`config.mk`:
```
export PLATFORM = sky130hd
export DESIGN_NAME = bni_ctrl
export DESIGN_NICKNAME = d
export VERILOG_FILES = /design/src/hdl/bni_pkg.sv /design/src/hdl/bni_ctrl.sv
export SDC_FILE = /design/constraint.sdc
export NUM_CORES = 1
export LEC_CHECK = 0
export BUFFER_PORTS_ARGS = -buffer_cell sky130_fd_sc_hd__buf_2
export CAP_MARGIN = 10
export CORE_AREA = 2 2 39 41
export CTS_CLUSTER_DIAMETER = 50
export DETAILED_ROUTE_END_ITERATION = 10
export DIE_AREA = 0 0 41 43
export PLACE_DENSITY = 0.62
export REMOVE_ABC_BUFFERS = 1
export SYNTH_ARGS = -nofsm -noshare
export SYNTH_HDL_FRONTEND = slang
export SYNTH_SLANG_ARGS = --single-unit
export TNS_END_PERCENT = 1
```
`constraint.sdc`:
```
create_clock -name clk_i -period 1 [get_ports clk_i]
set_input_delay 0.05 -clock clk_i [delete_from_list [all_inputs] [get_ports clk_i]]
set_output_delay 0.05 -clock clk_i [all_outputs]
set_load 0.01 [all_outputs]
```
`src/hdl/bni_pkg.sv`:
```
// Batch-norm inference package: payload structs, register codes, controller states.
// No dependencies; imported by every module of the block.
package bni_pkg;

  localparam int MaxChannels = 256;
  localparam int ChW = 8;
  localparam int PlaneLimit = 1048576;

  typedef enum logic [1:0] {
    REG_CHANNEL_COUNT = 2'd0,
    REG_PLANE_SIZE    = 2'd1,
    REG_EPSILON       = 2'd2
  } reg_idx_e;

  typedef struct packed {
    logic              op;
    logic signed [15:0] sample_value;
    logic [7:0]        load_channel;
    logic signed [15:0] load_scale;
    logic signed [15:0] load_bias;
    logic signed [15:0] load_mean;
    logic [15:0]       load_variance;
  } in_item_t;

  typedef struct packed {
    logic signed [15:0] out_value;
    logic [7:0]        out_channel;
    logic              last_of_sample;
    logic              saturated;
    logic              bad_channel;
  } out_item_t;

  typedef enum logic [3:0] {
    ST_IDLE, ST_SQRT, ST_DIV, ST_STORE, ST_RD, ST_MUL1, ST_MUL2, ST_FIN, ST_OUT
  } state_e;

  typedef struct packed {
    logic capture;
    logic sqrt_init;
    logic sqrt_step;
    logic div_init;
    logic div_step;
    logic store;
    logic rd;
    logic mul1;
    logic mul2;
    logic fin;
  } cmd_t;

  typedef struct packed {
    logic is_load;
    logic sqrt_done;
    logic div_done;
  } sts_t;

endpackage

```
`src/hdl/bni_ctrl.sv`:
```
// Controller state machine for batch-norm inference.
// Depends on bni_pkg; drives the datapath by cmd_t, reads sts_t.
module bni_ctrl import bni_pkg::*; (
  input  logic clk_i,
  input  logic rst_ni,
  input  logic in_valid_i,
  output logic in_stall_o,
  output logic out_valid_o,
  input  logic out_stall_i,
  input  sts_t sts_i,
  output cmd_t cmd_o
);
  state_e state_q, state_d;

  always_ff @(posedge clk_i or negedge rst_ni) begin
    if (!rst_ni) state_q <= ST_IDLE;
    else state_q <= state_d;
  end

  always_comb begin
    state_d = state_q;
    unique case (state_q)
      ST_IDLE:  if (in_valid_i) state_d = ST_RD;
      ST_RD:    state_d = sts_i.is_load ? ST_SQRT : ST_MUL1;
      ST_SQRT:  if (sts_i.sqrt_done) state_d = ST_DIV;
      ST_DIV:   if (sts_i.div_done) state_d = ST_STORE;
      ST_STORE: state_d = ST_IDLE;
      ST_MUL1:  state_d = ST_MUL2;
      ST_MUL2:  state_d = ST_FIN;
      ST_FIN:   state_d = ST_OUT;
      ST_OUT:   if (!out_stall_i) state_d = ST_IDLE;
      default:  state_d = ST_IDLE;
    endcase
  end

  always_comb begin
    cmd_o = '0;
    in_stall_o = 1'b1;
    out_valid_o = 1'b0;
    unique case (state_q)
      ST_IDLE: begin
        in_stall_o = 1'b0;
        cmd_o.capture = in_valid_i;
      end
      ST_RD: begin
        cmd_o.rd = 1'b1;
        cmd_o.sqrt_init = sts_i.is_load;
      end
      ST_SQRT: begin
        cmd_o.sqrt_step = 1'b1;
        cmd_o.div_init = sts_i.sqrt_done;
      end
      ST_DIV:   cmd_o.div_step = 1'b1;
      ST_STORE: cmd_o.store = 1'b1;
      ST_MUL1:  cmd_o.mul1 = 1'b1;
      ST_MUL2:  cmd_o.mul2 = 1'b1;
      ST_FIN:   cmd_o.fin = 1'b1;
      ST_OUT:   out_valid_o = 1'b1;
      default: ;
    endcase
  end

`ifndef ASSERT_OFF
  a_out_only_data: assert property (@(posedge clk_i) disable iff (!rst_ni)
    out_valid_o |-> !sts_i.is_load) else $error("result for a load item");
  a_hold_out: assert property (@(posedge clk_i) disable iff (!rst_ni)
    (out_valid_o && out_stall_i) |=> out_valid_o) else $error("result dropped");
  a_no_take_busy: assert property (@(posedge clk_i) disable iff (!rst_ni)
    out_valid_o |-> in_stall_o) else $error("item taken while result pending");
`endif
endmodule

```
==> summary.md <==
| Metric | Value |
|---|---|
| Nets | `75` |
| Max reg flops | `4` |
| Max_cap viols | `0` |
| Synth Cell Area | `between 300 and 400 µm²` |
| Worst clock skew | `approximately 0.0024 ns` |
| Max Fclk | `approximately 800 MHz` |
| H-tree levels | `1` |
| Largest regs | `state_q x4` |
| Fill cells | `roughly 140` |
| Die Ht | `around 43 µm` |
| P_leak | `between 0.2 and 0.3 nW` |
| Largest net degree at the start of global routing | `12` |
| Number of global-route vias before repair | `~320` |
| Outcome | `finished, violations left` |
| Met1 WL | `~320 µm` |
| Number of synthesized flops with an enable pin | `0` |
| Cell area power density | `~2800 nW/µm²` |
| IO buf count | `18` |
| Tmin final | `1.249 ns` |
| Sink Count | `4` |
| Antenna viol nets, final | `0` |
| Worst EP arrival | `roughly 1.2 ns` |
| Share of the synthesized area in the top cell type | `0.3019` |
| Max IR drop VDD | `roughly 1.1 mV` |
| Commonest non-fill, non-tap cell in the layout | `buf_2` |
| Final Worst Setup Slack | `-0.2490 ns` |
| Root Buffer | `clkbuf_4` |
| Core box area | `between 1000 and 1500 µm²` |
| First-pass GRT wire length | `approximately 1200 µm` |
| Hold Vio Cnt, Final | `0` |
| Initial antenna violation count | `0` |
| Ant. Diodes | `0` |
| Crit path launch type | `flop` |
| Element type at the critical path end | `output port` |
| Rows | `14` |
| Iter 0 DRT Violations | `9` |
| Synth Instances | `38` |
| CP Class | `flop to output port` |
| Failing checks | `setup timing` |
| Clk buf depth | `2` |
| Hold WC Path Type | `primary input to flop` |
| Layout cells sized above 1 | `0.6212` |
| Via count | `about 360` |
| Initial Util | `0.2396` |
| IO Count | `19` |
| Routed WL | `about 800 µm` |
| Die X | `roughly 40 µm` |
| Fin. max-slew vios | `0` |
| Avg WL per Cell | `approximately 9.6 µm` |
| GPL Wtd Cong | `0.7573` |
| DP HPWL | `around 600 µm` |
| Tot Pwr | `1.537 mW` |
| DR WL met2 | `between 400 and 500 µm` |
| Top cells by area, synth | `dfrtp_1 30%, buf_6 10%, nand2b_4 8.3%, nor2_1 6.8%, nor3_1 4.5%` |
| Residual DRC | `0` |
| YS warnings | `0` |
| Yosys reg bits | `4` |
| Final hold slack | `0.01623 ns` |
| Async S/R FF share, synth | `1.000` |
| Largest area contributor in the netlist | `dfrtp_1` |
| Share of the yosys chip area belonging to registers | `0.3019` |
| Mean post-synth cell area | `8.725 µm²` |
| Worst Max-Slew Pin Slew | `roughly 0.21 ns` |
| Clock slew at reported path FFs | `0.04 ns` |
| CTS tree | `built` |
| CTS Buf Count | `3` |
| Worst-path maximum fanout | `6` |
| Largest reg by FF count | `state_q` |
| Via/cell ratio | `4.341` |
| Slew headroom | `0.8572` |
| Global Route Usage Sum | `0.1048` |
| Commonest non-fill, non-tap cells in the layout | `18 x buf_2, 10 x buf_4, 5 x nor2_1` |
| Clk_lat worst skew | `about 0.23 ns` |
| DR top layer | `met3` |
| Final worst-path cycle share | `1.249` |
| Yosys cell types | `19` |
| Synth-to-Final Area Change | `62.64%` |
| RSZ-0062 raised after global routing | `yes` |
| TritonRoute pass-1 iters | `2` |
| Most used flip-flop cell after synthesis | `dfrtp_1` |
| Finish-stage setup viols | `15` |
| GRT Residual Overflow | `0` |
| CP required | `0.95 ns` |
| WL met3 | `between 30 and 40 µm` |
| Die ar. | `around 1800 µm²` |
==> where the power goes <==
part / internal, mW / switching, mW / leakage (nW)
sequential: 0.239 / 0.161 / 0.0478
combinational: 0.512 / 0.429 / 0.223
clock: 0.134 / 0.0624 / 0.0138
==> critical path: stages, from the launching register on <==
cell and delay [ns]:
dfrtp_2 0.44, buf_4 0.17, nand2_1 0.07, nor2_1 0.14, buf_2 0.15
==> repair_timing <==
item | CTS | global route
endpoints found under the hold margin | 4 | 0
endpoints found under the setup margin | 16 | 16
gates resized for setup | 6 | 4
hold buffers | 1 | 0
setup buffers | 0 | 4
pin swaps | 1 | 0
==> metal layers <==
layer	up-vias	track usage
met1	161	0.1173
li1	188	-
met5	-	0
met3	0	0.04712
met4	0	0.06000
met2	7	0.1563
==> worst paths after layout <==
kind,from,to,slack (ns),cells past startpoint
max,state_q[0]$_DFFE_PN0P_,cmd_o[0],-0.25,4
min,out_stall_i,state_q[3]$_DFFE_PN0P_,0.02,2
max reg2reg,state_q[2]$_DFFE_PN0P_,state_q[0]$_DFFE_PN0P_,-0.11,3
min reg2reg,state_q[3]$_DFFE_PN0P_,state_q[2]$_DFFE_PN0P_,0.71,3
max in group asynchronous,rst_ni,state_q[2]$_DFFE_PN0P_,0.72,2
min in group asynchronous,rst_ni,state_q[3]$_DFFE_PN0P_,0.15,2
==> logic make-up (layout without fill, tap and decap cells) <==
| group | count (synthesis) | count (layout) | share of synthesized area |
|---|---|---|---|
| AND/OR/NAND/NOR | 24 | 24 | 0.4641 |
| AO/OA/AOI/OAI | 6 | 6 | 0.1170 |
| flip-flops | 4 | 4 | 0.3019 |
| buffers and inverters | 4 | 32 | 0.1170 |
==> synth_stat cells (2+ instances only) <==
cell type / instances
nand2b_4: 2
nand2b_1: 2
nor3_1: 3
nor2_1: 6
buf_6: 3
nand3b_1: 2
and3_1: 2
dfrtp_1: 4
a21oi_1: 2
nand2_1: 3
==> metrics by stage <==
stage | setup slack [ns] | util | setup TNS [ns] | cell area, µm² | std cells
2_1_floorplan | -0.1178 | - | -0.2088 | 292.8 | 34
6_report | -0.2490 | 0.3897 | -2.626 | 539.3 | 82
3_3_place_gp | -0.09192 | 0.3237 | -0.7513 | 447.9 | 74
5_1_grt | -0.3209 | 0.3897 | -3.722 | 539.3 | 82
3_5_place_dp | -0.08707 | 0.3237 | -0.7723 | 447.9 | 74
4_1_cts | -0.2654 | 0.3617 | -2.838 | 500.5 | 78
==> final cells by class <==
class	instances	area, µm²	share of cell area
clock buffers	3	22.52	0.04176
multi-input cells	30	217.7	0.4037
flip-flops and latches	4	103.9	0.1926
well taps	16	20.02	0.03712
repair buffers	29	175.2	0.3248
Power figures use the tool's default switching activity.
